$ cat src/sv/b58enc_pkg.sv
// Shared types, constants and arithmetic helpers for the base58 encoder.
package b58enc_pkg;

  localparam int DIGIT_W = 6;
  localparam int BYTE_W = 8;
  localparam int SUM_W = DIGIT_W + BYTE_W;

  localparam int DEPTH_NUM = 138;
  localparam int DEPTH_DEN = 100;

  localparam int ALPHA_LEN = 58;
  localparam logic [ALPHA_LEN*8-1:0] ALPHABET =
    "123456789ABCDEFGHJKLMNPQRSTUVWXYZabcdefghijkmnopqrstuvwxyz";
  localparam logic [BYTE_W-1:0] CHAR_ONE = 8'h31;

  localparam int RECIP_SHIFT = 20;
  localparam int RECIP_W = 15;
  localparam logic [RECIP_W-1:0] RECIP58 = 15'd18079;
  localparam int PROD_W = SUM_W + RECIP_W;

  typedef enum logic [2:0] {
    ST_IDLE,
    ST_WALK,
    ST_FETCH,
    ST_TRIM,
    ST_EMIT
  } ctrl_state_e;

  typedef enum logic [1:0] {
    RD_ZERO,
    RD_TOP,
    RD_NEXT,
    RD_BELOW
  } rd_sel_e;

  typedef struct packed {
    logic    take;
    logic    walk;
    logic    trim;
    logic    emit;
    logic    rd_en;
    rd_sel_e rd_sel;
  } ctrl_cmd_t;

  typedef struct packed {
    logic draining;
    logic walk_go;
    logic last_in;
    logic walk_more;
    logic last_q;
    logic trim_zero;
    logic out_busy;
  } ctrl_sts_t;

  function automatic logic [BYTE_W-1:0] div58(input logic [SUM_W-1:0] x);
    logic [PROD_W-1:0] prod;
    prod = PROD_W'(x) * PROD_W'(RECIP58);
    return prod[RECIP_SHIFT +: BYTE_W];
  endfunction

  function automatic logic [BYTE_W-1:0] b58_char(input logic [DIGIT_W-1:0] digit);
    logic [BYTE_W-1:0] ch;
    ch = CHAR_ONE;
    if (int'(digit) < ALPHA_LEN) begin
      ch = ALPHABET[(ALPHA_LEN - 1 - int'(digit)) * 8 +: 8];
    end
    return ch;
  endfunction

endpackage

$ cat src/sv/b58enc_ram.sv
// Generic single-write, single-read RAM with registered read data.
module b58enc_ram #(
  parameter int WIDTH = 6,
  parameter int DEPTH = 45
) (
  input  logic                     clk_i,
  input  logic                     wr_en_i,
  input  logic [$clog2(DEPTH)-1:0] wr_addr_i,
  input  logic [WIDTH-1:0]         wr_data_i,
  input  logic                     rd_en_i,
  input  logic [$clog2(DEPTH)-1:0] rd_addr_i,
  output logic [WIDTH-1:0]         rd_data_o
);

  logic [WIDTH-1:0] mem_q [DEPTH];
  logic [WIDTH-1:0] rd_data_q;

  always_ff @(posedge clk_i) begin
    if (wr_en_i) begin
      mem_q[wr_addr_i] <= wr_data_i;
    end
    if (rd_en_i) begin
      rd_data_q <= mem_q[rd_addr_i];
    end
  end

  assign rd_data_o = rd_data_q;

endmodule

$ cat src/sv/b58enc_ctrl.sv
// Sequencing state machine of the base58 encoder.
module b58enc_ctrl (
  input  logic                   clk_i,
  input  logic                   rst_ni,
  input  logic                   in_valid_i,
  output logic                   in_ready_o,
  input  b58enc_pkg::ctrl_sts_t  sts_i,
  output b58enc_pkg::ctrl_cmd_t  cmd_o
);

  b58enc_pkg::ctrl_state_e state_q, state_d;

  always_ff @(posedge clk_i or negedge rst_ni) begin
    if (!rst_ni) begin
      state_q <= b58enc_pkg::ST_IDLE;
    end else begin
      state_q <= state_d;
    end
  end

  always_comb begin
    state_d = state_q;
    in_ready_o = 1'b0;
    cmd_o = '0;
    cmd_o.rd_sel = b58enc_pkg::RD_ZERO;
    unique case (state_q)
      b58enc_pkg::ST_IDLE: begin
        in_ready_o = 1'b1;
        if (in_valid_i) begin
          cmd_o.rd_en = 1'b1;
          if (sts_i.draining) begin
            cmd_o.rd_sel = b58enc_pkg::RD_TOP;
            state_d = b58enc_pkg::ST_EMIT;
          end else begin
            cmd_o.take = 1'b1;
            priority if (sts_i.walk_go) begin
              state_d = b58enc_pkg::ST_WALK;
            end else if (sts_i.last_in) begin
              state_d = b58enc_pkg::ST_FETCH;
            end else begin
              state_d = b58enc_pkg::ST_IDLE;
            end
          end
        end
      end
      b58enc_pkg::ST_WALK: begin
        cmd_o.walk = 1'b1;
        cmd_o.rd_en = 1'b1;
        cmd_o.rd_sel = b58enc_pkg::RD_NEXT;
        if (!sts_i.walk_more) begin
          state_d = sts_i.last_q ? b58enc_pkg::ST_FETCH : b58enc_pkg::ST_IDLE;
        end
      end
      b58enc_pkg::ST_FETCH: begin
        cmd_o.rd_en = 1'b1;
        cmd_o.rd_sel = b58enc_pkg::RD_TOP;
        state_d = b58enc_pkg::ST_TRIM;
      end
      b58enc_pkg::ST_TRIM: begin
        if (sts_i.trim_zero) begin
          cmd_o.trim = 1'b1;
          cmd_o.rd_en = 1'b1;
          cmd_o.rd_sel = b58enc_pkg::RD_BELOW;
        end else if (!sts_i.out_busy) begin
          cmd_o.emit = 1'b1;
          state_d = b58enc_pkg::ST_IDLE;
        end
      end
      b58enc_pkg::ST_EMIT: begin
        if (!sts_i.out_busy) begin
          cmd_o.emit = 1'b1;
          state_d = b58enc_pkg::ST_IDLE;
        end
      end
      default: begin
        state_d = b58enc_pkg::ST_IDLE;
      end
    endcase
  end

endmodule

$ cat src/sv/b58enc_dpath.sv
// Digit store, base-58 carry walk and character output register.
module b58enc_dpath #(
  parameter int MAX_BYTES = 32
) (
  input  logic                              clk_i,
  input  logic                              rst_ni,
  input  logic [b58enc_pkg::BYTE_W-1:0]     data_byte_i,
  input  logic                              end_of_message_i,
  input  b58enc_pkg::ctrl_cmd_t             cmd_i,
  output b58enc_pkg::ctrl_sts_t             sts_o,
  output logic [b58enc_pkg::BYTE_W-1:0]     char_code_o,
  output logic                              final_char_o,
  output logic                              overflow_o,
  output logic                              out_valid_o,
  input  logic                              out_ready_i
);

  localparam int DEPTH = MAX_BYTES * b58enc_pkg::DEPTH_NUM / b58enc_pkg::DEPTH_DEN + 1;
  localparam int AW = $clog2(DEPTH);
  localparam int IW = $clog2(DEPTH + 1);
  localparam int TW = $clog2(MAX_BYTES + 1);
  localparam int DW = b58enc_pkg::DIGIT_W;
  localparam int BW = b58enc_pkg::BYTE_W;
  localparam int SW = b58enc_pkg::SUM_W;

  logic [TW-1:0] taken_q, lz_q;
  logic [IW-1:0] used_q;
  logic          seen_q, ovf_q, draining_q, last_q, out_valid_q;
  logic [AW-1:0] idx_q;
  logic [BW-1:0] carry_q;
  logic [BW-1:0] char_q;
  logic          final_q, ovf_out_q;

  logic [DW-1:0] rd_data;
  logic [AW-1:0] rd_addr;
  logic [IW-1:0] idx_ext, idx_nxt, used_m1, used_m2;
  logic [DW-1:0] digit;
  logic [SW-1:0] sum, rem_full;
  logic [BW-1:0] quot;
  logic [DW-1:0] rem;
  logic          walk_more, has_room;
  logic [TW-1:0] lz_e;
  logic [IW-1:0] used_e;
  logic [BW-1:0] emit_char;
  logic          emit_final;

  b58enc_ram #(
    .WIDTH (DW),
    .DEPTH (DEPTH)
  ) u_digit_ram (
    .clk_i     (clk_i),
    .wr_en_i   (cmd_i.walk),
    .wr_addr_i (idx_q),
    .wr_data_i (rem),
    .rd_en_i   (cmd_i.rd_en),
    .rd_addr_i (rd_addr),
    .rd_data_o (rd_data)
  );

  always_comb begin
    idx_ext = IW'(idx_q);
    idx_nxt = idx_ext + IW'(1);
    used_m1 = used_q - IW'(1);
    used_m2 = used_q - IW'(2);
    has_room = (taken_q < TW'(MAX_BYTES));

    // Entries at or above the fill count read as zero
    digit = (idx_ext < used_q) ? rd_data : '0;
    sum = {digit, {BW{1'b0}}} + SW'(carry_q);
    quot = b58enc_pkg::div58(sum);
    rem_full = sum - SW'({quot, 6'b0}) + SW'({quot, 2'b0}) + SW'({quot, 1'b0});
    rem = rem_full[DW-1:0];
    walk_more = ((quot != '0) || (idx_nxt < used_q)) && (idx_nxt < IW'(DEPTH));

    unique case (cmd_i.rd_sel)
      b58enc_pkg::RD_ZERO:  rd_addr = '0;
      b58enc_pkg::RD_TOP:   rd_addr = used_m1[AW-1:0];
      b58enc_pkg::RD_NEXT:  rd_addr = idx_nxt[AW-1:0];
      b58enc_pkg::RD_BELOW: rd_addr = used_m2[AW-1:0];
      default:              rd_addr = '0;
    endcase

    lz_e = lz_q;
    used_e = used_q;
    emit_char = b58enc_pkg::CHAR_ONE;
    if (lz_q != '0) begin
      lz_e = lz_q - TW'(1);
    end else if (used_q != '0) begin
      used_e = used_m1;
      emit_char = b58enc_pkg::b58_char(rd_data);
    end
    emit_final = (lz_e == '0) && (used_e == '0);
  end

  always_ff @(posedge clk_i or negedge rst_ni) begin
    if (!rst_ni) begin
      taken_q <= '0;
      lz_q <= '0;
      used_q <= '0;
      seen_q <= 1'b0;
      ovf_q <= 1'b0;
      draining_q <= 1'b0;
      last_q <= 1'b0;
      out_valid_q <= 1'b0;
    end else begin
      if (cmd_i.take) begin
        last_q <= end_of_message_i;
        if (has_room) begin
          taken_q <= taken_q + TW'(1);
          if (!seen_q && (data_byte_i == '0)) begin
            lz_q <= lz_q + TW'(1);
          end else begin
            seen_q <= 1'b1;
          end
        end else begin
          ovf_q <= 1'b1;
        end
      end
      if (cmd_i.walk && !walk_more) begin
        used_q <= idx_nxt;
      end
      if (cmd_i.trim) begin
        used_q <= used_m1;
      end
      if (cmd_i.emit) begin
        out_valid_q <= 1'b1;
        if (emit_final) begin
          taken_q <= '0;
          lz_q <= '0;
          used_q <= '0;
          seen_q <= 1'b0;
          ovf_q <= 1'b0;
          draining_q <= 1'b0;
        end else begin
          lz_q <= lz_e;
          used_q <= used_e;
          draining_q <= 1'b1;
        end
      end else if (out_ready_i) begin
        out_valid_q <= 1'b0;
      end
    end
  end

  always_ff @(posedge clk_i) begin
    if (cmd_i.take) begin
      carry_q <= data_byte_i;
      idx_q <= '0;
    end
    if (cmd_i.walk) begin
      carry_q <= quot;
      idx_q <= idx_nxt[AW-1:0];
    end
    if (cmd_i.emit) begin
      char_q <= emit_char;
      final_q <= emit_final;
      ovf_out_q <= ovf_q;
    end
  end

  always_comb begin
    sts_o.draining = draining_q;
    sts_o.walk_go = has_room && (seen_q || (data_byte_i != '0));
    sts_o.last_in = end_of_message_i;
    sts_o.walk_more = walk_more;
    sts_o.last_q = last_q;
    sts_o.trim_zero = (used_q != '0) && (rd_data == '0);
    sts_o.out_busy = out_valid_q && !out_ready_i;
  end

  assign char_code_o = char_q;
  assign final_char_o = final_q;
  assign overflow_o = ovf_out_q;
  assign out_valid_o = out_valid_q;

endmodule

$ cat src/sv/base58_encoder.sv
// Top level of the byte-serial base58 encoder.
// Feed a message one byte per input transaction, flagging the last byte with
// end_of_message_i; leading zero bytes become '1' characters and the rest of
// the message is kept as base-58 digits in a digit RAM of
// MAX_BYTES*138/100+1 entries. A leading zero byte is only counted; any other
// byte is folded in as the carry walks the digits in use (up to 45 at the
// default MAX_BYTES) in the digit RAM, one read and one write a cycle.
// After the last byte the top digit is fetched and high zero digits are
// trimmed before the first character is presented. Each further input
// transaction after that ignores its fields and yields the next character
// until final_char_o marks the end of the string; overflow_o is set on every
// character of a message that had bytes beyond MAX_BYTES, which are dropped.
// A waiting output transaction does not stop the next input being taken.
module base58_encoder #(
  parameter int MAX_BYTES = 32
) (
  input  logic       clk_i,
  input  logic       rst_ni,
  input  logic [7:0] data_byte_i,
  input  logic       end_of_message_i,
  input  logic       in_valid_i,
  output logic       in_ready_o,
  output logic [7:0] char_code_o,
  output logic       final_char_o,
  output logic       overflow_o,
  output logic       out_valid_o,
  input  logic       out_ready_i
);

  b58enc_pkg::ctrl_cmd_t cmd;
  b58enc_pkg::ctrl_sts_t sts;

  b58enc_ctrl u_ctrl (
    .clk_i      (clk_i),
    .rst_ni     (rst_ni),
    .in_valid_i (in_valid_i),
    .in_ready_o (in_ready_o),
    .sts_i      (sts),
    .cmd_o      (cmd)
  );

  b58enc_dpath #(
    .MAX_BYTES (MAX_BYTES)
  ) u_dpath (
    .clk_i            (clk_i),
    .rst_ni           (rst_ni),
    .data_byte_i      (data_byte_i),
    .end_of_message_i (end_of_message_i),
    .cmd_i            (cmd),
    .sts_o            (sts),
    .char_code_o      (char_code_o),
    .final_char_o     (final_char_o),
    .overflow_o       (overflow_o),
    .out_valid_o      (out_valid_o),
    .out_ready_i      (out_ready_i)
  );

endmodule

$ cat config.mk
export PLATFORM = sky130hd
export DESIGN_NAME = base58_encoder
export DESIGN_NICKNAME = d
export VERILOG_FILES = /design/src/sv/b58enc_pkg.sv /design/src/sv/b58enc_ram.sv /design/src/sv/b58enc_ctrl.sv /design/src/sv/b58enc_dpath.sv /design/src/sv/base58_encoder.sv
export SDC_FILE = /design/constraint.sdc
export NUM_CORES = 1
export LEC_CHECK = 0
export BUFFER_PORTS_ARGS = -buffer_cell sky130_fd_sc_hd__clkbuf_2
export CAP_MARGIN = 10
export CORE_ASPECT_RATIO = 1.2
export CORE_MARGIN = 10
export CORE_UTILIZATION = 55
export DETAILED_ROUTE_END_ITERATION = 16
export PLACE_DENSITY = 0.68
export SYNTH_ARGS = -nofsm -noshare
export SYNTH_HDL_FRONTEND = slang
export SYNTH_HIERARCHICAL = 1
export SYNTH_SLANG_ARGS = --single-unit
$ cat constraint.sdc
create_clock -name clk_i -period 13.4 [get_ports clk_i]
set_input_delay 2.01 -clock clk_i [delete_from_list [all_inputs] [get_ports clk_i]]
set_output_delay 2.01 -clock clk_i [all_outputs]
set_load 0.02 [all_outputs]
After elaboration in Yosys (flattened, before gate mapping)
Memories as Yosys holds them, arrays and structs flattened. A register that Yosys moved wholly into a read port is not among the register bits.
Cells that the tools add are included.

word-level totals
  bits in read-only memories = 0
  register bits = 50
  latch bits = 0
  output and inout port bits = 12
  input bits = 13
  logic and storage cells = 135
  memories kept = 1
  RAM bits = 270

operators by class
  div/mod/pow operators = 0
  reduce and logical (&&, ||, !) cells = 31
  shifts and indexed selects = 1
  $add $sub $neg = 11
  $lt $le $gt $ge = 5
  multipliers = 1
  equal/unequal tests = 10
  muxes and demuxes = 59
  bitwise operators = 2

memory list
  memory                     words  width  read ports  clocked after Yosys merged registers in  wr ports  line              text
  u_dpath.u_digit_ram.mem_q  45     6      1           1                                        1         b58enc_ram.sv:15  logic [WIDTH-1:0] mem_q [DEPTH];

operators with widths
  operator                                                       count
  variable part select 464 x 32 -> 8 bit (first input constant)  1
  two-way mux 6 bit                                              19
  multiplier 14 x 15 -> 28 bit (second input constant)           1
  two-way mux 1 bit                                              24
  one-hot mux 6 bit (4 select lines)                             1
  two-way mux 3 bit                                              7
  adder 6 x 1 -> 6 bit (second input constant)                   3
  logical NOT 6 bit                                              3
  < comparator 6 bit (second input constant)                     3
  subtractor 6 x 1 -> 6 bit (second input constant)              3
  two-way mux 8 bit                                              2
  nonzero test 8 bit                                             2
  one-hot mux 3 bit (5 select lines)                             1
  adder 14 x 8 -> 14 bit                                         1
  adder 6 bit                                                    2
  < comparator 6 bit                                             2
  one-hot mux 3 bit (4 select lines)                             1
  nonzero test 6 bit                                             2
  nonzero test 2 bit                                             5
  logical NOT 8 bit                                              1
  logical AND 1 bit                                              7
  subtractor 6 x 6 -> 7 bit (first input constant)               1
  equality test 3 x 2 -> 1 bit (second input constant)           2
  two-way mux 2 bit                                              3
  15 further kinds                                               23

Depth between registers and ports, before layout
Gate-level depths: netlist of the first run.

  depth in word-level cells = 12
  mapped depth = 36
  mapped depth without buffers = 36

Cells and area by module
The synthesis of the first run kept the hierarchy.

by module, submodules not included
  module        times used  area an instance (um^2)  seq. area each (um^2)  cells each
  b58enc_ram    1           11049.3                  8287.9                 587
  b58enc_dpath  1           7853.8                   1266.2                 884
  b58enc_ctrl   1           327.8                    75.1                   41

Least setup slack after synthesis of the first run
OpenSTA, ideal clock, no wires.

  kind = register -> register
  start point = reg u_dpath.used_q[2]
  end point = mem u_dpath.u_digit_ram.mem_q[0][5], data pin
  path slack = 3893 ps
  arrival time = 9047 ps
  stages on the path, launching flop included = 32
  period minus slack after synthesis = 9507 ps
  data required time = 12939 ps
  path buffers = 0
  library setup time = 461 ps
  cell sequence = dfrtp_1 > inv_1 > ha_1 > a21oi_1 > o21ai_1 > nand3_1 > nand2_1 > a21oi_1 > and2_1 > inv_1 > fa_1 > fa_1 > fa_1 > inv_1 > fa_1 > fa_1 > fa_1 > ha_1 > nand3_1 > or3_1 > a311oi_1 > or4_1 > and2_1 > inv_1 > fa_1 > inv_1 > ha_1 > a21o_1 > a21oi_1 > xnor2_1 > xnor2_1 > xnor2_1

between the ends
  longest elaborated chain between the ends = 6

RTL lines
  item                              line                 text
  from (decl)                       b58enc_dpath.sv:27   logic [IW-1:0] used_q;
  from (signal assigned)            b58enc_dpath.sv:120  used_q <= idx_nxt;
  from (signal assigned)            b58enc_dpath.sv:123  used_q <= used_m1;
  from (signal assigned)            b58enc_dpath.sv:136  used_q <= used_e;
  < comparator 6 bit (*)            b58enc_dpath.sv:68   digit = (idx_ext < used_q) ? rd_data : '0;
  two-way mux 6 bit (*)             b58enc_dpath.sv:68
  adder 14 x 8 -> 14 bit (*)        b58enc_dpath.sv:69   sum = {digit, {BW{1'b0}}} + SW'(carry_q);
  multiplier 14 x 15 -> 28 bit (*)  b58enc_pkg.sv:57     prod = PROD_W'(x) * PROD_W'(RECIP58);
  adder 6 bit                       b58enc_dpath.sv:71   rem_full = sum - SW'({quot, 6'b0}) + SW'({quot, 2'b0}) + SW'({quot, 1'b0});
  adder 6 bit (*)                   b58enc_dpath.sv:71
  net u_dpath.rem_full[5]           b58enc_dpath.sv:38   logic [SW-1:0] sum, rem_full;
  to (decl)                         b58enc_ram.sv:15

The timed path passes the listed nets; every way through them passes the cells marked *.

Worst setup path in the final report of the first run
  start point = reg u_dpath.idx_q[2] (netlist: u_dpath/idx_ext[2])
  end point = mem u_dpath.u_digit_ram.mem_q[14][5], data pin

between the ends
  longest elaborated chain between the ends = 6

RTL lines
  item                              line                 text
  from (decl)                       b58enc_dpath.sv:29   logic [AW-1:0] idx_q;
  from (signal assigned)            b58enc_dpath.sv:152  idx_q <= idx_nxt[AW-1:0];
  < comparator 6 bit (*)            b58enc_dpath.sv:68
  two-way mux 6 bit (*)             b58enc_dpath.sv:68
  adder 14 x 8 -> 14 bit (*)        b58enc_dpath.sv:69
  multiplier 14 x 15 -> 28 bit (*)  b58enc_pkg.sv:57
  adder 6 bit                       b58enc_dpath.sv:71
  adder 6 bit (*)                   b58enc_dpath.sv:71
  net u_dpath.rem_full[5]           b58enc_dpath.sv:38

Marks and branches as above.

==> results of run 1 <==
==> cell type report <==
type / instances / area share, %
Timing Repair Buffer: 39 / 1.13
Sequential cell: 325 / 46.3
Inverter: 152 / 2.74
Clock inverter: 15 / 0.649
Multi-Input combinational cell: 973 / 41.9
Clock buffer: 44 / 4.58
Tap cell: 456 / 2.74
==> through the flow <==
stage	hold WS [ns]	worst slack, ns	std cells	utilization, %
after floorplan	0.426	3.89	1512	-
after global placement	0.439	4.16	1945	57.6
after detailed placement	0.446	3.98	1945	57.6
after CTS	0.458	3.90	2004	60.7
after global routing	0.478	3.24	2004	60.7
final	0.458	3.85	2004	60.7
==> worst register-to-register path, delay by kind of cell (launching register included) <==
kind                       cells  cell delay [ns]
xor gates and xnor gates       3             0.49
adders and majority gates     10             4.66
AOI/OAI and AO/OA              9             2.08
DFF                            1             0.73
buffers and inverters          4             0.63
and+or+nand+nor                4             0.70
==> cell families (layout without fill, tap and decap cells) <==
group | count (synthesis) | after routing | synth area share [%]
compound gates | 266 | 266 | 10.3
xor+xnor | 32 | 32 | 1.46
fa+ha+maj | 210 | 210 | 16.1
buf+inv | 214 | 250 | 4.87
flops | 325 | 325 | 50.1
mux | 137 | 137 | 8.88
other cells | 1 | 1 | 0.0195
simple gates | 327 | 327 | 8.29
==> synth_stat cells, types with 6 or more instances <==
master / number
a211oi_1: 6
a221oi_1: 6
o21a_1: 8
nand2_1: 83
clkbuf_1: 29
nor2b_1: 12
or2_2: 6
xor2_1: 12
a21o_1: 6
mux2_2: 7
nor2_1: 108
nor3_1: 23
o211ai_1: 8
nand3_1: 20
a31oi_1: 10
o22ai_1: 13
o21ai_0: 37
buf_6: 8
nand2b_1: 10
xnor2_1: 20
a22oi_1: 28
nor3b_1: 6
and2_1: 9
fa_1: 64
a311oi_1: 6
mux2i_1: 105
mux4_1: 6
o221ai_1: 7
inv_1: 151
ha_1: 145
edfxtp_1: 299
a21oi_1: 63
a221oi_2: 7
mux4_2: 18
buf_4: 13
o41ai_2: 6
dfrtp_1: 26
buf_2: 10
a22o_1: 14
nand4_1: 10
==> how the worst max path moves through the flow <==
stage / startpoint / to / depth (start not counted)
floorplan: u_dpath/used_q[2] / u_dpath/u_digit_ram/mem_q[0][5] / 31
global placement: u_dpath/idx_ext[2] / u_dpath/u_digit_ram/mem_q[0][5] / 31
detailed placement: u_dpath/idx_ext[2] / u_dpath/u_digit_ram/mem_q[5][4] / 26
CTS: u_dpath/idx_ext[2] / u_dpath/u_digit_ram/mem_q[13][4] / 26
global route: u_dpath/idx_ext[2] / u_dpath/u_digit_ram/mem_q[12][5] / 31
finish: u_dpath/idx_ext[2] / u_dpath/u_digit_ram/mem_q[14][5] / 30
==> per-layer routing <==
metal / vias to the layer above / global-route usage (%) / wire length, um
met4: 0 / 7.15 / 1340
li1: 5636 / - / -
met5: - / 0 / 0
met3: 79 / 3.33 / 2270
met2: 308 / 34.3 / 21400
met1: 5931 / 25.0 / 17200
==> sequential cells by signal, summed over array words and instances (netlist names) <==
name,count
u_dpath/seen_q,1
u_dpath/out_valid_o,1
u_dpath/taken_q,6
u_dpath/final_char_o,1
u_dpath/last_q,1
u_dpath/u_digit_ram/mem_q,270
u_ctrl/state_q,3
u_dpath/carry_q,8
u_dpath/lz_q,6
u_dpath/draining_q,1
u_dpath/u_digit_ram/rd_data_o,6
u_dpath/overflow_o,1
u_dpath/char_code_o,7
u_dpath/idx_ext,6
u_dpath/ovf_q,1
u_dpath/used_q,6
==> impl_metrics.env, run 1 <==
export IMPL_cp_max_fo=45
export IMPL_seq_area_mm2=0.00963
export IMPL_syn_nets=1734
export IMPL_synth_cells=1512
export IMPL_core_area_mm2=0.0343
export IMPL_yosys_warnings=6
export IMPL_root_buffer="clkbuf_16"
export IMPL_ff2ff_setup_slack_ns=3.85
export IMPL_synth_top_cell_area_share_pct=46.7
export IMPL_layout_drive_gt1_share_pct=10.4
export IMPL_initial_utilization_pct=56.1
export IMPL_synth_top_area_cell="edfxtp_1"
export IMPL_min_path_cells=0
export IMPL_path_class="reg -> reg"
export IMPL_setup_tns_ns=0
export IMPL_r2r_start="u_dpath/idx_ext[2]"
export IMPL_crit_family="adder cells"
export IMPL_viasPerCell=5.97
export IMPL_synth_async_sr_flop_share_pct=8.00
export IMPL_worstHoldEndpoint="u_dpath/overflow_o"
export IMPL_grtUsageTotal_pct=20.0
export IMPL_startpoint_type="register"
export IMPL_hold_viol=0
export IMPL_cts_hold_buf=0
export IMPL_htreeDepth=2
export IMPL_layout_common_cells="edfxtp_1 (299), inv_1 (151), ha_1 (145)"
export IMPL_cpPeakStageDelay_ns=0.73
export IMPL_insertion_delay_ns=0.53
export IMPL_critPathCaptureType="register"
export IMPL_place_gp_congestion=0.872
export IMPL_r2r_end="u_dpath/u_digit_ram/mem_q[14][5]"
export IMPL_cts_num_sinks=325
export IMPL_relSlewSlack_pct=23.4
export IMPL_port_buffers=23
export IMPL_hp_class="reg -> reg"
export IMPL_nFillCells=2716
export IMPL_syn_to_final_growth_pct=8.20
export IMPL_slew_viol_final=0
export IMPL_synth_area_leaders="edfxtp_1 (47%), ha_1 (9.4%), fa_1 (6.7%), mux2i_1 (5.5%), dfrtp_1 (3.4%)"
export IMPL_io_pin_count=25
export IMPL_final_setup_viol_count=0
export IMPL_clk_pin_slew_ns=0.06
export IMPL_dieWidth_um=191
export IMPL_cts_repair_resized=0
export IMPL_fp_row_count=74
export IMPL_synth_avg_cell_area_um2=12.7
export IMPL_fp_dieArea_mm2=0.0429
export IMPL_drt_initial_drc_count=781
export IMPL_path_common_cell="fa_1"
export IMPL_ys_flop_type="edfxtp_1"
export IMPL_wl_per_cell_um=21.0
export IMPL_required_ns=13.66
export IMPL_synth_edf_count=299
export IMPL_grt_pass1_vias=12218
export IMPL_place_hpwl_um=30500
export IMPL_place_area_mm2=0.0197
export IMPL_rsz0062_at_grt="false"
export IMPL_cp_num_buf_inv=4
export IMPL_cts_buffer_depth=3
export IMPL_layout_commonest_cell="edfxtp_1"
export IMPL_vias=11954
export IMPL_dr_pass1_iters=5
export IMPL_max_cap_violations=0
export IMPL_slowest_stage="edfxtp_1"
export IMPL_drc_errors=0
export IMPL_max_freq_mhz=105
export IMPL_reg2regPathDepth=30
export IMPL_fp_dieH_um=225
export IMPL_fin_crit_sh_pct=71.3
export IMPL_synth_area_mm2=0.0192
export IMPL_worstHoldStart="u_dpath/ovf_q"
export IMPL_design_area_mm2=0.0208
export IMPL_antenna_found_initial=1
export IMPL_ant_nets=0
export IMPL_antenna_diode_count=0
export IMPL_grt_max_degree=56
export IMPL_worstMarginPinSlew_ns=1.14
export IMPL_synth_seq_cells=325
export IMPL_synth_cell_types=94
export IMPL_cts_inserted_buffers=35
export IMPL_cts_tree="yes"
export IMPL_status="completed"
export IMPL_multiInputGateArea_mm2=0.00871
export IMPL_min_period_ns=9.55
export IMPL_finalClockSkew_ns=0.0264
export IMPL_arrival_ns=9.81
export IMPL_drt_total_wl_um=42200
export IMPL_synth_seq_area_share_pct=50.1
export IMPL_grt_pass1_wl_um=67700
export IMPL_nets=1748
export IMPL_post_cts_setup_buffer_count=0
export IMPL_gr_total_overflow=0
Power of run 1 is not shown: default switching activity piles up to over one toggle a cycle in this logic, so the estimate is an artifact.
==> run 2, diff against run 1 <==
--- a/config.mk
+++ b/config.mk
@@ -5,6 +5,7 @@
 export SDC_FILE = /design/constraint.sdc
 export NUM_CORES = 1
 export LEC_CHECK = 0
+export ABC_AREA = 1
 export BUFFER_PORTS_ARGS = -buffer_cell sky130_fd_sc_hd__clkbuf_2
 export CAP_MARGIN = 10
 export CORE_ASPECT_RATIO = 1.2
==> constraint.sdc (replaced) <==
create_clock -name clk_i -period 9.2 [get_ports clk_i]
set_input_delay 1.38 -clock clk_i [delete_from_list [all_inputs] [get_ports clk_i]]
set_output_delay 1.38 -clock clk_i [all_outputs]
set_load 0.02 [all_outputs]
==> run 2 against run 1 <==
- synthesized cell count rose by 42%
- register-to-register slack got worse by 3.2 ns
- global-route usage rose by 1.3 points
- clock-buffer cell count fell by 4
==> impl_metrics.env, run 2 <==
export IMPL_post_cts_setup_buffer_count=0
export IMPL_arrival_ns=8.92
export IMPL_layout_common_cells="nand2_1 (546), edfxtp_1 (299), inv_1 (293)"
export IMPL_synth_area_mm2=0.0201
export IMPL_layout_commonest_cell="nand2_1"
export IMPL_setup_tns_ns=0
export IMPL_relSlewSlack_pct=28.8
export IMPL_final_setup_viol_count=0
export IMPL_layout_drive_gt1_share_pct=6.97
export IMPL_drc_errors=0
export IMPL_critPathCaptureType="register"
export IMPL_fp_dieH_um=229
export IMPL_viasPerCell=5.57
export IMPL_antenna_found_initial=0
export IMPL_place_gp_congestion=0.916
export IMPL_port_buffers=23
export IMPL_antenna_diode_count=0
export IMPL_dr_pass1_iters=5
export IMPL_cp_max_fo=25
export IMPL_ys_flop_type="edfxtp_1"
export IMPL_post_route_util_pct=60.1
export IMPL_max_cap_violations=0
export IMPL_seq_area_mm2=0.00963
export IMPL_synth_async_sr_flop_share_pct=8.00
export IMPL_max_freq_mhz=117
export IMPL_clk_pin_slew_ns=0.06
export IMPL_worstMarginPinSlew_ns=1.07
export IMPL_wl_per_cell_um=18.2
export IMPL_largest_register_ffs=270
export IMPL_drt_initial_drc_count=1088
export IMPL_synth_cell_types=57
export IMPL_nFillCells=3043
export IMPL_multiInputGateArea_mm2=0.00898
export IMPL_rsz0062_at_grt="false"
export IMPL_r2r_start="u_dpath/used_q[3]"
export IMPL_place_hpwl_um=34500
export IMPL_hp_class="reg -> reg"
export IMPL_path_common_cell="fa_1"
export IMPL_yosysMostFrequentCell="nand2_1"
export IMPL_ff2ff_setup_slack_ns=0.62
export IMPL_yosys_warnings=6
export IMPL_path_class="reg -> reg"
export IMPL_cts_buffer_depth=3
export IMPL_vias=14771
export IMPL_synth_top_area_cell="edfxtp_1"
export IMPL_synth_seq_area_share_pct=47.9
export IMPL_required_ns=9.54
export IMPL_root_buffer="clkbuf_16"
export IMPL_synth_area_leaders="edfxtp_1 (45%), nand2_1 (10%), ha_1 (9.0%), fa_1 (6.4%), nand3_1 (5.7%)"
export IMPL_grt_pass1_wl_um=77800
export IMPL_slew_viol_final=0
export IMPL_hold_viol=0
export IMPL_synth_common_cells="nand2_1 (546), edfxtp_1 (299), inv_1 (293)"
export IMPL_slowest_stage="xnor2_4"
export IMPL_nets=2385
export IMPL_cts_tree="yes"
export IMPL_fin_crit_sh_pct=93.3
export IMPL_gr_total_overflow=0
export IMPL_drt_total_wl_um=48200
export IMPL_initial_utilization_pct=55.8
export IMPL_grt_max_degree=102
export IMPL_reg2regPathDepth=32
export IMPL_synth_avg_cell_area_um2=9.33
export IMPL_worstHoldEndpoint="u_dpath/overflow_o"
export IMPL_grt_pass1_vias=14717
export IMPL_io_pin_count=25
export IMPL_fp_row_count=76
export IMPL_min_path_cells=0
export IMPL_min_period_ns=8.58
export IMPL_top_register="u_dpath/u_digit_ram/mem_q"
export IMPL_worstHoldStart="u_dpath/ovf_q"
export IMPL_cts_num_sinks=325
export IMPL_syn_to_final_growth_pct=7.70
export IMPL_cts_inserted_buffers=34
export IMPL_cpPeakStageDelay_ns=0.60
export IMPL_status="completed"
export IMPL_core_area_mm2=0.0360
export IMPL_htreeDepth=2
export IMPL_dieWidth_um=195
export IMPL_synth_seq_cells=325
export IMPL_insertion_delay_ns=0.53
export IMPL_ant_nets=0
export IMPL_syn_nets=2375
export IMPL_r2r_end="u_dpath/u_digit_ram/mem_q[39][5]"
export IMPL_synth_cells=2153
export IMPL_startpoint_type="register"
export IMPL_finalClockSkew_ns=0.0186
export IMPL_synth_top_cell_area_share_pct=44.7
export IMPL_grtUsageTotal_pct=21.3
export IMPL_synth_edf_count=299
export IMPL_fp_dieArea_mm2=0.0446
## run 2: cell type report
cell class                 instances  area share [%]
sequential                       325            44.5
multi-input combinational       1452            41.5
inverter                         307            5.36
clock buffer                      40            4.08
tap                              468            2.71
timing repair buffer              43            1.23
clock inverter                    15           0.671
## run 2: kinds of logic (layout without fill, tap and decap cells)
| kind of cell | Yosys count | in the layout | synth area share [%] |
|---|---|---|---|
| buf+inv | 376 | 405 | 7.95 |
| other cells | 1 | 1 | 0.0187 |
| xor+xnor | 26 | 26 | 1.13 |
| compound gates | 189 | 189 | 5.44 |
| simple gates | 1027 | 1027 | 22.1 |
| fa+ha+maj | 209 | 209 | 15.4 |
| flops | 325 | 325 | 47.9 |
## run 2: timing repair
action / in CTS / in global routing
endpoints found under the setup margin: 0 / 43
gates resized for setup: 0 / 1
hold buffers: 0 / 0
## run 2: routing by layer
layer	share of wire (%)	track usage [%]	wire length, um
met3	4.7	2.44	2250
met2	50	37.0	24300
met5	0	0	0
met4	3.2	7.63	1520
met1	42	26.8	20100
## run 2: through the flow
stage          hold WS, ns  area [um^2]  std cells  worst slack, ns
6_report             0.451        21600       2650            0.618
5_1_grt              0.467        21600       2650           0.0593
4_1_cts              0.454        21600       2650            0.356
3_5_place_dp         0.442        20600       2595            0.416
3_3_place_gp         0.436        20600       2595            0.533
2_1_floorplan        0.426        20100       2153            0.314
## run 2: worst max-delay path by stage
stage / end / cells after the start / start
2_1_floorplan: u_dpath/u_digit_ram/mem_q[0][5] / 29 / u_dpath/used_q[3]
3_3_place_gp: u_dpath/u_digit_ram/mem_q[10][5] / 32 / u_dpath/used_q[3]
3_5_place_dp: u_dpath/u_digit_ram/mem_q[11][5] / 32 / u_dpath/used_q[3]
4_1_cts: u_dpath/u_digit_ram/mem_q[39][5] / 32 / u_dpath/used_q[3]
5_1_grt: u_dpath/u_digit_ram/mem_q[33][5] / 34 / u_dpath/used_q[3]
6_report: u_dpath/u_digit_ram/mem_q[39][5] / 32 / u_dpath/used_q[3]
## run 2: worst max-delay path: cells and delay by family, from the launching register on
| kind | cells | cell delay [ns] |
|---|---|---|
| AO/OA/AOI/OAI | 5 | 0.91 |
| XOR/XNOR | 2 | 0.76 |
| flip-flops | 1 | 0.48 |
| adder cells (fa/ha/maj) | 10 | 4.36 |
| buffers and inverters | 5 | 0.70 |
| AND/OR/NAND/NOR | 10 | 1.13 |
Power of run 2 is left out for the same reason.
